`src/b58_pkg.sv`:
```
// shared types, constants and the alphabet lookup for the base58 encoder
// no dependencies
package b58_pkg;

  localparam int unsigned DIGIT_DEPTH = 44;
  localparam int unsigned DIGIT_W     = 6;
  localparam int unsigned CNT_W       = 6;
  localparam int unsigned BYTE_W      = 8;
  localparam int unsigned CHAR_W      = 7;

  // divide by 58 as floor((v >> 1) * RECIP >> RECIP_SHIFT), exact for v < 2^14
  localparam int unsigned RECIP_SHIFT = 23;
  localparam int unsigned PROD_W      = 32;
  localparam logic [18:0] RECIP       = 19'd289263;
  localparam logic [13:0] RADIX       = 14'd58;

  localparam logic [CHAR_W-1:0] ONE_CHAR = 7'd49;

  typedef logic [DIGIT_W-1:0] digit_t;
  typedef logic [BYTE_W-1:0]  carry_t;
  typedef logic [CNT_W-1:0]   cnt_t;

  typedef enum logic [2:0] {
    ST_IDLE,
    ST_FOLD,
    ST_ALIGN,
    ST_ONES,
    ST_DIGITS
  } state_t;

  // controller to digit ring
  typedef struct packed {
    logic load;
    logic fold;
    logic emit;
  } ring_cmd_t;

  // digit ring to controller
  typedef struct packed {
    digit_t top;
    logic   carry_nz;
    logic   quo_nz;
  } ring_stat_t;

  // controller to output register
  typedef struct packed {
    logic valid;
    logic ones;
    logic last;
    logic too_long;
  } out_cmd_t;

  // digit value to bitcoin alphabet character
  function automatic logic [CHAR_W-1:0] b58_char(input digit_t d);
    logic [CHAR_W-1:0] c;
    priority if (d < 6'd9)  c = 7'd49 + 7'(d);  // '1'..'9'
    else if (d < 6'd17)     c = 7'd56 + 7'(d);  // 'A'..'H'
    else if (d < 6'd22)     c = 7'd57 + 7'(d);  // 'J'..'N'
    else if (d < 6'd33)     c = 7'd58 + 7'(d);  // 'P'..'Z'
    else if (d < 6'd44)     c = 7'd64 + 7'(d);  // 'a'..'k'
    else if (d < 6'd58)     c = 7'd65 + 7'(d);  // 'm'..'z'
    else                    c = ONE_CHAR;
    return c;
  endfunction

endpackage

```
`src/b58_divmod.sv`:
```
// one base-58 fold step: (digit * 256 + carry) split into digit and carry
// depends on b58_pkg
module b58_divmod
  import b58_pkg::*;
(
  input  digit_t digit,
  input  carry_t carry_in,
  output digit_t rem,
  output carry_t quo
);

  logic [13:0]       value;
  logic [PROD_W-1:0] prod;
  logic [8:0]        quo_full;
  logic [13:0]       quo_x58;
  logic [13:0]       rem_full;

  // value shifted up one byte plus incoming carry
  assign value = {digit, 8'd0} + 14'(carry_in);

  // quotient by reciprocal multiply on value / 2
  assign prod     = PROD_W'(value[13:1]) * PROD_W'(RECIP);
  assign quo_full = prod[PROD_W-1:RECIP_SHIFT];

  // remainder by back-multiply and subtract
  assign quo_x58  = 14'(quo_full) * RADIX;
  assign rem_full = value - quo_x58;

  assign rem = rem_full[DIGIT_W-1:0];
  assign quo = quo_full[BYTE_W-1:0];

endmodule

```
`src/b58_digit_ring.sv`:
```
// base-58 digit store as a shift ring with the carry register
// depends on b58_pkg and b58_divmod
module b58_digit_ring
  import b58_pkg::*;
(
  input  logic       clk,
  input  logic       rst,
  input  ring_cmd_t  cmd,
  input  carry_t     byte_in,
  output ring_stat_t stat
);

  digit_t store [DIGIT_DEPTH];
  carry_t carry;
  digit_t rem;
  carry_t quo;

  b58_divmod u_divmod (
    .digit    (store[0]),
    .carry_in (carry),
    .rem      (rem),
    .quo      (quo)
  );

  // fold shifts the least significant digit out of slot 0 through the divider and puts
  // the remainder in at the top; emit shifts toward the top, refilling with zeros
  always_ff @(posedge clk) begin
    if (rst) begin
      for (int i = 0; i < DIGIT_DEPTH; i++) store[i] <= '0;
      carry <= '0;
    end else if (cmd.load) begin
      carry <= byte_in;
    end else if (cmd.fold) begin
      for (int i = 0; i < DIGIT_DEPTH - 1; i++) store[i] <= store[i+1];
      store[DIGIT_DEPTH-1] <= rem;
      carry <= quo;
    end else if (cmd.emit) begin
      for (int i = DIGIT_DEPTH - 1; i > 0; i--) store[i] <= store[i-1];
      store[0] <= '0;
    end
  end

  // status back to the controller
  assign stat.top      = store[DIGIT_DEPTH-1];
  assign stat.carry_nz = |carry;
  assign stat.quo_nz   = |quo;

endmodule

```
`src/b58_ctrl.sv`:
```
// sequencer for byte folding and character emission, with message counters
// depends on b58_pkg
module b58_ctrl
  import b58_pkg::*;
#(
  parameter int unsigned MAX_BYTES = 32
) (
  input  logic       clk,
  input  logic       rst,
  input  logic       start,
  input  carry_t     data_byte,
  input  logic       is_last,
  output logic       busy,
  output ring_cmd_t  ring_cmd,
  input  ring_stat_t ring_stat,
  output out_cmd_t   emit
);

  localparam cnt_t       MAX_CNT   = cnt_t'(MAX_BYTES);
  localparam cnt_t       DEPTH_CNT = cnt_t'(DIGIT_DEPTH);
  localparam cnt_t       LAST_POS  = cnt_t'(DIGIT_DEPTH - 1);
  localparam logic [CNT_W:0] DEPTH_TOT = (CNT_W + 1)'(DIGIT_DEPTH);

  state_t state, state_next;
  cnt_t   cnt, pos, sent;
  cnt_t   digit_count, digit_count_next;
  cnt_t   lead_zeros, byte_count;
  logic   in_lead, overflow, last_flag;
  logic   accept, take_byte, capped;
  logic   [CNT_W:0] total;
  cnt_t   emit_total;

  assign busy      = (state != ST_IDLE);
  assign accept    = start && !busy;
  assign take_byte = accept && (byte_count < MAX_CNT);

  // digit count grows when a nonzero carry reaches an unused slot,
  // and clears once the message is out
  always_comb begin
    digit_count_next = digit_count;
    if (state == ST_FOLD && pos >= digit_count && ring_stat.carry_nz) begin
      digit_count_next = pos + cnt_t'(1);
    end else if (state == ST_DIGITS && cnt == '0) begin
      digit_count_next = '0;
    end
  end

  // characters to emit, capped at the store depth
  assign total      = {1'b0, lead_zeros} + {1'b0, digit_count};
  assign capped     = total > DEPTH_TOT;
  assign emit_total = capped ? DEPTH_CNT : total[CNT_W-1:0];

  // next state
  always_comb begin
    state_next = state;
    unique case (state)
      ST_IDLE: begin
        if (take_byte) state_next = ST_FOLD;
        else if (accept && is_last) state_next = ST_ALIGN;
      end
      ST_FOLD: begin
        if (pos == LAST_POS) state_next = last_flag ? ST_ALIGN : ST_IDLE;
      end
      ST_ALIGN: begin
        if (cnt == '0) state_next = ST_ONES;
      end
      ST_ONES: begin
        if (cnt == '0) state_next = ST_DIGITS;
      end
      ST_DIGITS: begin
        if (cnt == '0) state_next = ST_IDLE;
      end
      default: state_next = ST_IDLE;
    endcase
  end

  // ring commands and output item
  always_comb begin
    ring_cmd.load = take_byte;
    ring_cmd.fold = (state == ST_FOLD);
    ring_cmd.emit = (state == ST_ALIGN || state == ST_DIGITS) && (cnt != '0);
    emit.valid    = (state == ST_ONES || state == ST_DIGITS) && (cnt != '0)
                    && (sent < DEPTH_CNT);
    emit.ones     = (state == ST_ONES);
    emit.last     = (sent == emit_total - cnt_t'(1));
    emit.too_long = overflow || capped;
  end

  // state and message counters
  always_ff @(posedge clk) begin
    if (rst) begin
      state       <= ST_IDLE;
      cnt         <= '0;
      pos         <= '0;
      sent        <= '0;
      digit_count <= '0;
      lead_zeros  <= '0;
      byte_count  <= '0;
      in_lead     <= 1'b1;
      overflow    <= 1'b0;
      last_flag   <= 1'b0;
    end else begin
      state       <= state_next;
      digit_count <= digit_count_next;
      unique case (state)
        ST_IDLE: begin
          if (take_byte) begin
            byte_count <= byte_count + cnt_t'(1);
            if (in_lead && data_byte == '0) lead_zeros <= lead_zeros + cnt_t'(1);
            else in_lead <= 1'b0;
            pos       <= '0;
            last_flag <= is_last;
          end else if (accept) begin
            // byte past the limit is dropped
            overflow <= 1'b1;
            cnt      <= DEPTH_CNT - digit_count;
            sent     <= '0;
          end
        end
        ST_FOLD: begin
          pos <= pos + cnt_t'(1);
          if (pos == LAST_POS) begin
            if (ring_stat.quo_nz) overflow <= 1'b1;
            cnt  <= DEPTH_CNT - digit_count_next;
            sent <= '0;
          end
        end
        ST_ALIGN: begin
          if (cnt == '0) cnt <= lead_zeros;
          else cnt <= cnt - cnt_t'(1);
        end
        ST_ONES: begin
          if (cnt == '0) cnt <= digit_count;
          else cnt <= cnt - cnt_t'(1);
          if (emit.valid) sent <= sent + cnt_t'(1);
        end
        ST_DIGITS: begin
          if (cnt == '0) begin
            // message done, back to empty
            lead_zeros  <= '0;
            byte_count  <= '0;
            in_lead     <= 1'b1;
            overflow    <= 1'b0;
            last_flag   <= 1'b0;
          end else begin
            cnt <= cnt - cnt_t'(1);
          end
          if (emit.valid) sent <= sent + cnt_t'(1);
        end
        default: ;
      endcase
    end
  end

endmodule

```
`src/base58_encoder.sv`:
```
// Bytes: busy stays high while an accepted byte is folded, so no new byte is taken
// before the fold is done; the digit ring is walked once per byte through a single
// divide-by-58 unit. Last byte: the ring is shifted until its top holds the most
// significant digit (a last byte past the limit is dropped, not folded), then the
// '1's and the digits, one per cycle with a pause between runs. Output cannot stall.
// Synchronous reset clears the digit store and all counters.
// top level: base58 encoder with bitcoin alphabet
// depends on b58_pkg, b58_ctrl, b58_digit_ring
module base58_encoder
  import b58_pkg::*;
#(
  parameter int unsigned MAX_BYTES = 32
) (
  input  logic              clk,
  input  logic              rst,
  input  logic              start,
  output logic              busy,
  input  logic [BYTE_W-1:0] data_byte,
  input  logic              is_last,
  output logic              strobe,
  output logic [CHAR_W-1:0] char_code,
  output logic              final_char,
  output logic              too_long
);

  ring_cmd_t  ring_cmd;
  ring_stat_t ring_stat;
  out_cmd_t   emit;

  b58_ctrl #(
    .MAX_BYTES (MAX_BYTES)
  ) u_ctrl (
    .clk       (clk),
    .rst       (rst),
    .start     (start),
    .data_byte (data_byte),
    .is_last   (is_last),
    .busy      (busy),
    .ring_cmd  (ring_cmd),
    .ring_stat (ring_stat),
    .emit      (emit)
  );

  b58_digit_ring u_ring (
    .clk     (clk),
    .rst     (rst),
    .cmd     (ring_cmd),
    .byte_in (data_byte),
    .stat    (ring_stat)
  );

  // output item register
  always_ff @(posedge clk) begin
    if (rst) begin
      strobe     <= 1'b0;
      final_char <= 1'b0;
    end else begin
      strobe     <= emit.valid;
      final_char <= emit.valid && emit.last;
    end
  end

  // character payload
  always_ff @(posedge clk) begin
    char_code <= emit.ones ? ONE_CHAR : b58_char(ring_stat.top);
    too_long  <= emit.too_long;
  end

endmodule

```
`config.mk`:
```
export PLATFORM = sky130hd
export DESIGN_NAME = base58_encoder
export DESIGN_NICKNAME = d
export VERILOG_FILES = /design/src/b58_pkg.sv /design/src/b58_divmod.sv /design/src/b58_digit_ring.sv /design/src/b58_ctrl.sv /design/src/base58_encoder.sv
export SDC_FILE = /design/constraint.sdc
export NUM_CORES = 1
export LEC_CHECK = 0
export ABC_CLOCK_PERIOD_IN_PS = 8850
export BUFFER_PORTS_ARGS = -buffer_cell sky130_fd_sc_hd__buf_2
export CAP_MARGIN = 20
export CORE_MARGIN = 2
export CORE_UTILIZATION = 35
export CTS_CLUSTER_DIAMETER = 200
export DETAILED_ROUTE_END_ITERATION = 16
export GPL_TIMING_DRIVEN = 0
export HOLD_SLACK_MARGIN = 0.1
export PLACE_DENSITY = 0.51
export SLEW_MARGIN = 30
export SYNTH_ARGS = -nofsm -noshare
export SYNTH_HDL_FRONTEND = slang
export SYNTH_SLANG_ARGS = --single-unit
```
`constraint.sdc`:
```
create_clock -name clk -period 8.85 [get_ports clk]
set_input_delay 0 -clock clk [delete_from_list [all_inputs] [get_ports clk]]
set_output_delay 0 -clock clk [all_outputs]
set_load 0.05 [all_outputs]
```
# Word-level counts from Yosys, hierarchy flattened

Memories as Yosys holds them, arrays and structs flattened.
Cells that the tools add are included.

Bits in registers: 60
Bits in writable memories: 264
Input port bits: 12
Output and inout port bits: 11
Word-level logic and storage cells: 339
Memories: 1

Memory list:

| memory       | words | width | read ports | clocked after Yosys merged registers in | write ports | RTL line             | text |
|---|---|---|---|---|---|---|---|
| u_ring.store | 44    | 6     | 44         | 0                                       | 44          | b58_digit_ring.sv:13 | `digit_t store [DIGIT_DEPTH];` |

$add $sub $neg: 17
Multiply operators: 2
Order comparisons: 10
Equal/unequal tests: 19
Multiplexer cells: 150
Bitwise logic cells: 88
Reductions and logical operators: 37

Operators with widths:

| operator               | number |
|---|---|
| $mux 6                 | 106 |
| $or 1x1->1             | 88 |
| $mux 7                 | 6 |
| $pmux 6 s2             | 3 |
| $mul 13x19->32 const B | 1 |
| $lt 6x6->1 const B     | 5 |
| $pmux 6 s5             | 1 |
| $add 6x6->7 const A    | 4 |
| $add 6x1->6 const B    | 4 |
| $mux 1                 | 20 |
| $mux 3                 | 6 |
| $pmux 6 s3             | 1 |
| $mux 8                 | 2 |
| $ne 2x1->1 const B     | 8 |
| $reduce_or 8->1        | 2 |
| $pmux 3 s5             | 1 |
| $reduce_and 5->1       | 3 |
| $add 14x8->14          | 1 |
| $add 7x6->7 const A    | 2 |
| $lt 6x5->1 const B     | 2 |
| $sub 6x1->6 const B    | 2 |
| $sub 6x6->6 const A    | 2 |
| $logic_and 1x1->1      | 11 |
| $mul 9x5->5 const B    | 1 |
| 29 further kinds       | 41 |

# Longest topological paths before layout

Gate-level depths: netlist (run 1).

Depth after elaboration: 9
Gate-level depth with buffers: 29
Mapped depth without buffers: 29

# By module

From an unflattened synthesis (run 1), not the netlist that was laid out.

Cell total of the unflattened synthesis: 1688
Area, all modules: 20040.5 um2

Modules (own cells, without submodules):

| module         | instances | cells an instance | area each (um2) | sequential area each (um2) |
|---|---|---|---|---|
| b58_digit_ring | 1         | 698               | 11559.8         | 8087.8 |
| b58_divmod     | 1         | 468               | 4409.2          | 0.0 |
| b58_ctrl       | 1         | 408               | 3150.5          | 840.8 |
| base58_encoder | 1         | 114               | 920.9           | 200.2 |

# Worst setup path after synthesis (run 1)

Ideal clock, no wire load.

Kind: register to register
From: reg u_ctrl.cnt[0]
To: mem u_ring.store[0][0] (netlist bit), enable pin
Library setup time: 635 ps
Arrival: 6945 ps
Required time: 8215 ps
Path slack: 1270 ps
Cell stages (with the launch flop): 9
Path buffers: 2
Period minus slack after synthesis: 7580 ps
Cell sequence: dfxtp_1 -> inv_1 -> ha_1 -> nand2b_1 -> or4_1 -> and2_1 -> clkbuf_1 -> clkbuf_1 -> or3_1

RTL lines:

| element                  | RTL line             | text |
|---|---|---|
| start: declaration       | b58_ctrl.sv:25       | `cnt_t cnt, pos, sent;` |
| start signal: assignment | b58_ctrl.sv:116      | `cnt <= DEPTH_CNT - digit_count;` |
| start signal: assignment | b58_ctrl.sv:124      | `cnt <= DEPTH_CNT - digit_count_next;` |
| start signal: assignment | b58_ctrl.sv:129      | `if (cnt == '0) cnt <= lead_zeros;` |
| end: declaration         | b58_digit_ring.sv:13 |  |

==> flow_summary.toml, run 1 <==
[logic_synthesis]
synth.ff_latch_count = 324
yosysWarningCount = 0
synthCells = 1739
syn_area_um2 = 19300
synth-edff-count = 264
ys_seq_area_share_pct = 47.3
yosys-top-cells-area = "edfxtp_1, a22o_1, ha_1, fa_1, dfxtp_1"
syn-num-nets = 1974
synth.distinct_cells = 74
ys.flop_type = "edfxtp_1"
async_reset_ff_share_pct = 0
yosysTopAreaCellShare_pct = 41.1
yosysTopAreaCell = "edfxtp_1"
syn_area_per_cell_um2 = 11.1

[worst_setup_path]
crit_required_ns = 9.12
cpMostUsedCell = "inv_1"
crit_type = "flop to flop"
cp-end-kind = "flop"
cp_num_buf_inv = 6
cp-start-kind = "flop"
cp_top_family = "adder cells"
r2r_start = "u_ring.store[0][0]"
worst_path_largest_cell_delay_ns = 0.77
crit_start = "u_ring.store[0][0]"
critPathSlowestCell = "fa_1"
arrival_ns = 8.47
crit_path_max_fanout = 7

[global_route]
grt_pass1_vias = 13400
grt_pass1_wl_mm = 72.5
antenna_found_initial = 1
grt_max_degree = 47
grt.total_usage_pct = 15.8
grt-ovfl-total = 0

[floorplan]
std_cell_rows = 86
dieHeight_um = 239
initial_core_util_pct = 35.2
core_area_um2 = 54800
dieArea_um2 = 57000
die_x_um = 239
io_pins = 23

[timing]
worstMarginPinSlew_ns = 0.746
finalSetupTns_ns = 0
setup_viol = 0
rsz0062_at_grt = "no"
fin_skew_ns = 0.0285
setup_ws_ns = 0.654
finalHoldViolCount = 0
slew_headroom_pct = 50.3
period_share_pct = 92.6
max_freq_ghz = 0.122
drv_slew = 0
period_needed_ns = 8.20

[cts]
cts.path.max_buffers = 3
tritoncts = "built"
ctsResizeCount = 0
cts_buffers = 38
clk_pin_slew_ns = 0.06
htree_levels = 2
ctsHoldBuffers = 11
cts_setup_buffers = 0
cts_root_buffer = "clkbuf_16"
cts_sinks = 324
worst_skew_pair.late_latency_ns = 0.56

[place]
place_ws_ns = 0.627
post-dp-hpwl_mm = 32.8
gp_congestion = 0.880
portBuffers = 22

[route]
vias = 13300
drc_errors = 0
firstDrtPassIters = 5
post_drt_wl_per_cell_um = 17.4
drt_iter0_markers = 1007
totalWireLength_mm = 44.4
ant_nets = 0
via_per_inst = 5.23

[cells_and_area]
antenna_cells = 0
area_delta_synth_final_pct = 12.4
layout_common_cells = "edfxtp_1, inv_1, a22o_1"
mostFrequentLayoutCell = "edfxtp_1"
drive_gt1_share_pct = 6.72
final_nets = 2053

[status]
status = "complete, no violations"

[job]
cap_violations = 0

[hold_path]
hold_start = "is_last"
hp-class = "input pin to flop"
==> kinds of logic after synthesis <==
family,after synthesis,synth area share [%]
and+or+nand+nor,360,8.40
muxes,4,0.214
xor gates and xnor gates,53,2.49
DFF,324,47.3
buffers and inverters,297,5.99
adders and majority gates,223,17.7
AOI/OAI and AO/OA,478,17.9
==> worst register-to-register path, stage by stage (launching register included) <==
cell and delay (ns):
edfxtp_1 0.61, fa_1 0.77, inv_1 0.09, fa_1 0.49, inv_1 0.06, fa_1 0.50, fa_1 0.55, inv_1 0.06
fa_1 0.53, inv_1 0.04, ha_1 0.29, nand3_1 0.07, nor4_1 0.51, o2111ai_1 0.44, nand3_1 0.30, xor2_1 0.27
inv_1 0.15, ha_1 0.35, ha_1 0.28, ha_1 0.28, inv_1 0.04, ha_1 0.30, a21oi_1 0.19, xnor2_1 0.15
xnor2_1 0.10, xnor2_1 0.36, a211oi_2 0.13
==> Yosys cell counts (5+ instances only) <==
| cell | n |
|---|---|
| o21a_1 | 6 |
| nor4_1 | 7 |
| a22o_1 | 200 |
| o21ai_0 | 29 |
| edfxtp_1 | 264 |
| nand4_1 | 14 |
| a21o_1 | 12 |
| buf_1 | 8 |
| o211ai_1 | 6 |
| fa_1 | 83 |
| nor2_1 | 81 |
| nand3_1 | 26 |
| buf_2 | 18 |
| a21oi_1 | 140 |
| inv_1 | 205 |
| ha_1 | 140 |
| clkbuf_1 | 60 |
| o21ai_1 | 11 |
| or2_2 | 5 |
| o22ai_1 | 7 |
| and2_1 | 10 |
| xor2_1 | 22 |
| nand2b_1 | 7 |
| nand2_1 | 174 |
| xnor2_1 | 29 |
| a22oi_1 | 11 |
| a211oi_1 | 6 |
| a31oi_1 | 13 |
| dfxtp_1 | 60 |
| nor3_1 | 10 |
==> through the flow <==
stage	instance area, um^2	util, %	hold slack, ns	cells
after detailed placement	20400	37.2	0.278	2471
after global placement	20300	37.0	0.277	2465
after global routing	21700	39.6	0.275	2550
final	21700	39.6	0.275	2550
after floorplan	19300	-	0.136	1739
after CTS	21700	39.6	0.249	2550
==> path summary, 6_finish.rpt <==
| kind | end | slack [ns] | depth (start not counted) |
|---|---|---|---|
| min reg2reg | u_ctrl.in_lead | 0.47 | 1 |
| min | u_ctrl.last_flag | 0.27 | 4 |
| max reg2reg | u_ring.store[0][263] | 0.65 | 26 |
| max | u_ring.store[0][263] | 0.65 | 26 |
==> metal layers <==
metal,vias up,routed length (um),track usage (%)
met5,-,13,0
met4,2,1140,5.09
met3,60,1860,2.36
met2,258,20000,25.1
met1,6567,21400,22.2
li1,6442,-,-
==> sequential cells by signal (all words and copies together), names as in the netlist <==
signal and flops:
u_ctrl.last_flag 1, char_code 7, u_ctrl.byte_count 6, u_ctrl.cnt 6, u_ctrl.in_lead 1, u_ctrl.overflow 1, u_ctrl.sent 6, u_ring.carry 8
too_long 1, u_ctrl.lead_zeros 6, u_ctrl.state 3, u_ctrl.pos 6, final_char 1, u_ring.store 264, strobe 1, u_ctrl.digit_count 6
==> area by class of cell <==
cell class | count | area, um^2
Timing Repair Buffer | 39 | 340
Inverter | 209 | 785
Sequential cell | 324 | 9130
Tap cell | 704 | 881
Clock inverter | 19 | 146
Multi-Input combinational cell | 1118 | 9000
Buffer | 88 | 370
Clock buffer | 49 | 1010
Fill cell | 5394 | 33100
Power of run 1 is not shown: default switching activity piles up to over one toggle a cycle in this logic, so the estimate is an artifact.
==> run 2, diff against run 1 <==
- CORE_MARGIN: 2 -> 8
- SYNTH_HIERARCHICAL: default -> 1
==> flow_summary.toml, run 2 <==
[floorplan]
io_pins = 23
die_x_um = 255
dieHeight_um = 255
std_cell_rows = 87
core_area_um2 = 56500
dieArea_um2 = 65200
initial_core_util_pct = 35.5

[logic_synthesis]
syn_area_um2 = 20000
yosys-top-cells-area = "edfxtp_1, a22o_1, ha_1, fa_1, dfxtp_1"
synth_most_common_cell = "edfxtp_1"
syn-num-nets = 1920
yosysWarningCount = 6
synth.ff_latch_count = 324
async_reset_ff_share_pct = 0
synth.distinct_cells = 84
yosysTopAreaCell = "edfxtp_1"
yosysTopAreaCellShare_pct = 39.6
ys.flop_type = "edfxtp_1"
synth_common_cells = "edfxtp_1, inv_1, a22o_1"
synthCells = 1688
syn_area_per_cell_um2 = 11.9
synth-edff-count = 264
ys_seq_area_share_pct = 45.6

[cts]
worst_skew_pair.late_latency_ns = 0.55
clk_pin_slew_ns = 0.06
htree_levels = 2
tritoncts = "built"
cts.path.max_buffers = 3
cts_setup_buffers = 0
ctsResizeCount = 0
cts_sinks = 324
cts_buffers = 38
cts_root_buffer = "clkbuf_16"

[global_route]
grt_pass1_vias = 13200
grt-ovfl-total = 0
grt_pass1_wl_mm = 72.1
grt_max_degree = 25
antenna_found_initial = 0
grt.total_usage_pct = 13.6

[timing]
fin_skew_ns = 0.0312
whs_ns = 0.272
worstMarginPinSlew_ns = 0.911
period_share_pct = 91.9
slew_headroom_pct = 39.1
max_freq_ghz = 0.123
setup_ws_ns = 0.715
rsz0062_at_grt = "no"
setup_viol = 0
period_needed_ns = 8.13
finalHoldViolCount = 0
drv_slew = 0

[worst_setup_path]
r2r_cells = 27
cp-start-kind = "flop"
r2r-end = "u_ring/store[0][263]"
crit_start = "u_ring/store[0][0]"
crit_required_ns = 9.15
crit_type = "flop to flop"
cp-endpoint = "u_ring/store[0][263]"
crit_path_max_fanout = 7
critPathSlowestCell = "fa_1"
cp-end-kind = "flop"
reg2reg_setup_slack_ns = 0.72
cp_top_family = "adder cells"
arrival_ns = 8.43
r2r_start = "u_ring/store[0][0]"
cp_num_buf_inv = 5
worst_path_largest_cell_delay_ns = 0.79
crit_cells = 27

[place]
dpl.cell_count = 2480
post-dp-hpwl_mm = 32.8
place_ws_ns = 0.722
portBuffers = 22
gp_congestion = 0.846
post_dp_cell_area_um2 = 21500

[cells_and_area]
final_nets = 2007
fillCellCount = 5374
post-route-cell-area_um2 = 22900
antenna_cells = 0
drive_gt1_share_pct = 13.4
largest_reg_flops = 264
area_delta_synth_final_pct = 14.2
finalNonFillerCells = 2560
reg_top3 = "u_ring/store: 264 flops, u_ring/carry: 8 flops, char_code: 7 flops"
mostFrequentLayoutCell = "edfxtp_1"
layout_common_cells = "edfxtp_1, inv_1, a22o_1"
regMostFlops = "u_ring/store"

[route]
via_per_inst = 5.10
firstDrtPassIters = 5
vias = 13000
drc_errors = 0
totalWireLength_mm = 44.3
ant_nets = 0
drt_iter0_markers = 775
post_drt_wl_per_cell_um = 17.3

[status]
status = "complete, no violations"

[hold_path]
hp-class = "input pin to flop"
hold_start = "rst"

[job]
cap_violations = 0
## run 2: cell count changes in the layout (fill, tap and decap cells not counted), sizes merged, moves of 9 or more
| cell | before | now |
|---|---|---|
| mux2i | 3 | 16 |
| a21o | 12 | 21 |
| a22oi | 11 | 2 |
| o21ai | 41 | 25 |
| nor2b | 4 | 76 |
| nand2b | 7 | 18 |
| buf | 55 | 102 |
| a21oi | 144 | 59 |
| nand2 | 174 | 37 |
| mux2 | 1 | 62 |
| clkbuf | 110 | 76 |
## run 2: final cells by class
type	instances	area [um^2]	share of cell area [%]
Timing Repair Buffer	47	593	2.59
Inverter	206	774	3.38
Multi-Input combinational cell	1065	9630	42.1
Clock inverter	20	258	1.13
Buffer	93	514	2.25
Tap cell	756	946	4.13
Clock buffer	49	1050	4.57
Sequential cell	324	9130	39.9
## run 2: logic make-up (layout without fill, tap and decap cells)
group	count (synthesis)	after routing	synth area share (%)
AO/OA/AOI/OAI	395	395	15.7
flip-flops	324	324	45.6
AND/OR/NAND/NOR	316	316	8.72
buffers and inverters	299	415	6.43
adder cells (fa/ha/maj)	220	220	16.8
multiplexers	78	78	4.28
XOR/XNOR	56	56	2.52
## run 2: layer usage
| layer | part of all wire, % | GRT usage [%] | up-vias | wire length, um |
|---|---|---|---|---|
| met1 | 49 | 19.1 | 6492 | 21700 |
| met5 | 0 | 0 | - | 0 |
| met4 | 2.2 | 4.01 | 0 | 974 |
| li1 | - | - | 6314 | - |
| met3 | 3.0 | 1.97 | 53 | 1330 |
| met2 | 46 | 21.5 | 185 | 20200 |
## run 2: metrics by stage
step / TNS, ns / utilization [%]
6_report: 0 / 40.5
5_1_grt: 0 / 40.5
4_1_cts: 0 / 40.5
3_5_place_dp: 0 / 38.0
3_3_place_gp: -707.79 / 37.3
2_1_floorplan: 0 / -
## run 2: worst min path at each step
stage / to / cells past startpoint / slack [ns]
after floorplan: strobe / 1 / 0.08
after global placement: u_ctrl/last_flag / 3 / 0.27
after detailed placement: u_ctrl/last_flag / 3 / 0.26
after CTS: u_ctrl/last_flag / 4 / 0.24
after global routing: u_ctrl/last_flag / 4 / 0.28
final: strobe / 3 / 0.27
## run 2: worst reg2reg max path: stages (launching register included)
cell	delay [ns]
edfxtp_1	0.57
fa_1	0.79
inv_1	0.09
fa_1	0.48
inv_1	0.05
fa_1	0.51
fa_1	0.56
inv_1	0.06
fa_1	0.52
inv_1	0.04
ha_1	0.28
a21o_1	0.11
a21o_1	0.11
a21oi_1	0.06
o21ai_0	0.41
a31oi_1	0.15
o21ai_0	0.32
xor2_1	0.50
ha_1	0.36
ha_1	0.29
ha_1	0.28
inv_1	0.04
ha_1	0.30
a21oi_1	0.17
xnor2_1	0.15
xnor3_1	0.27
nor2b_1	0.16
mux2_2	0.28
## run 2: what timing repair did
item,4_1_cts,5_1_grt
endpoints found under the hold margin,22,0
setup endpoints to repair,0,0
hold buffers,11,0
Power of run 2 is left out for the same reason.
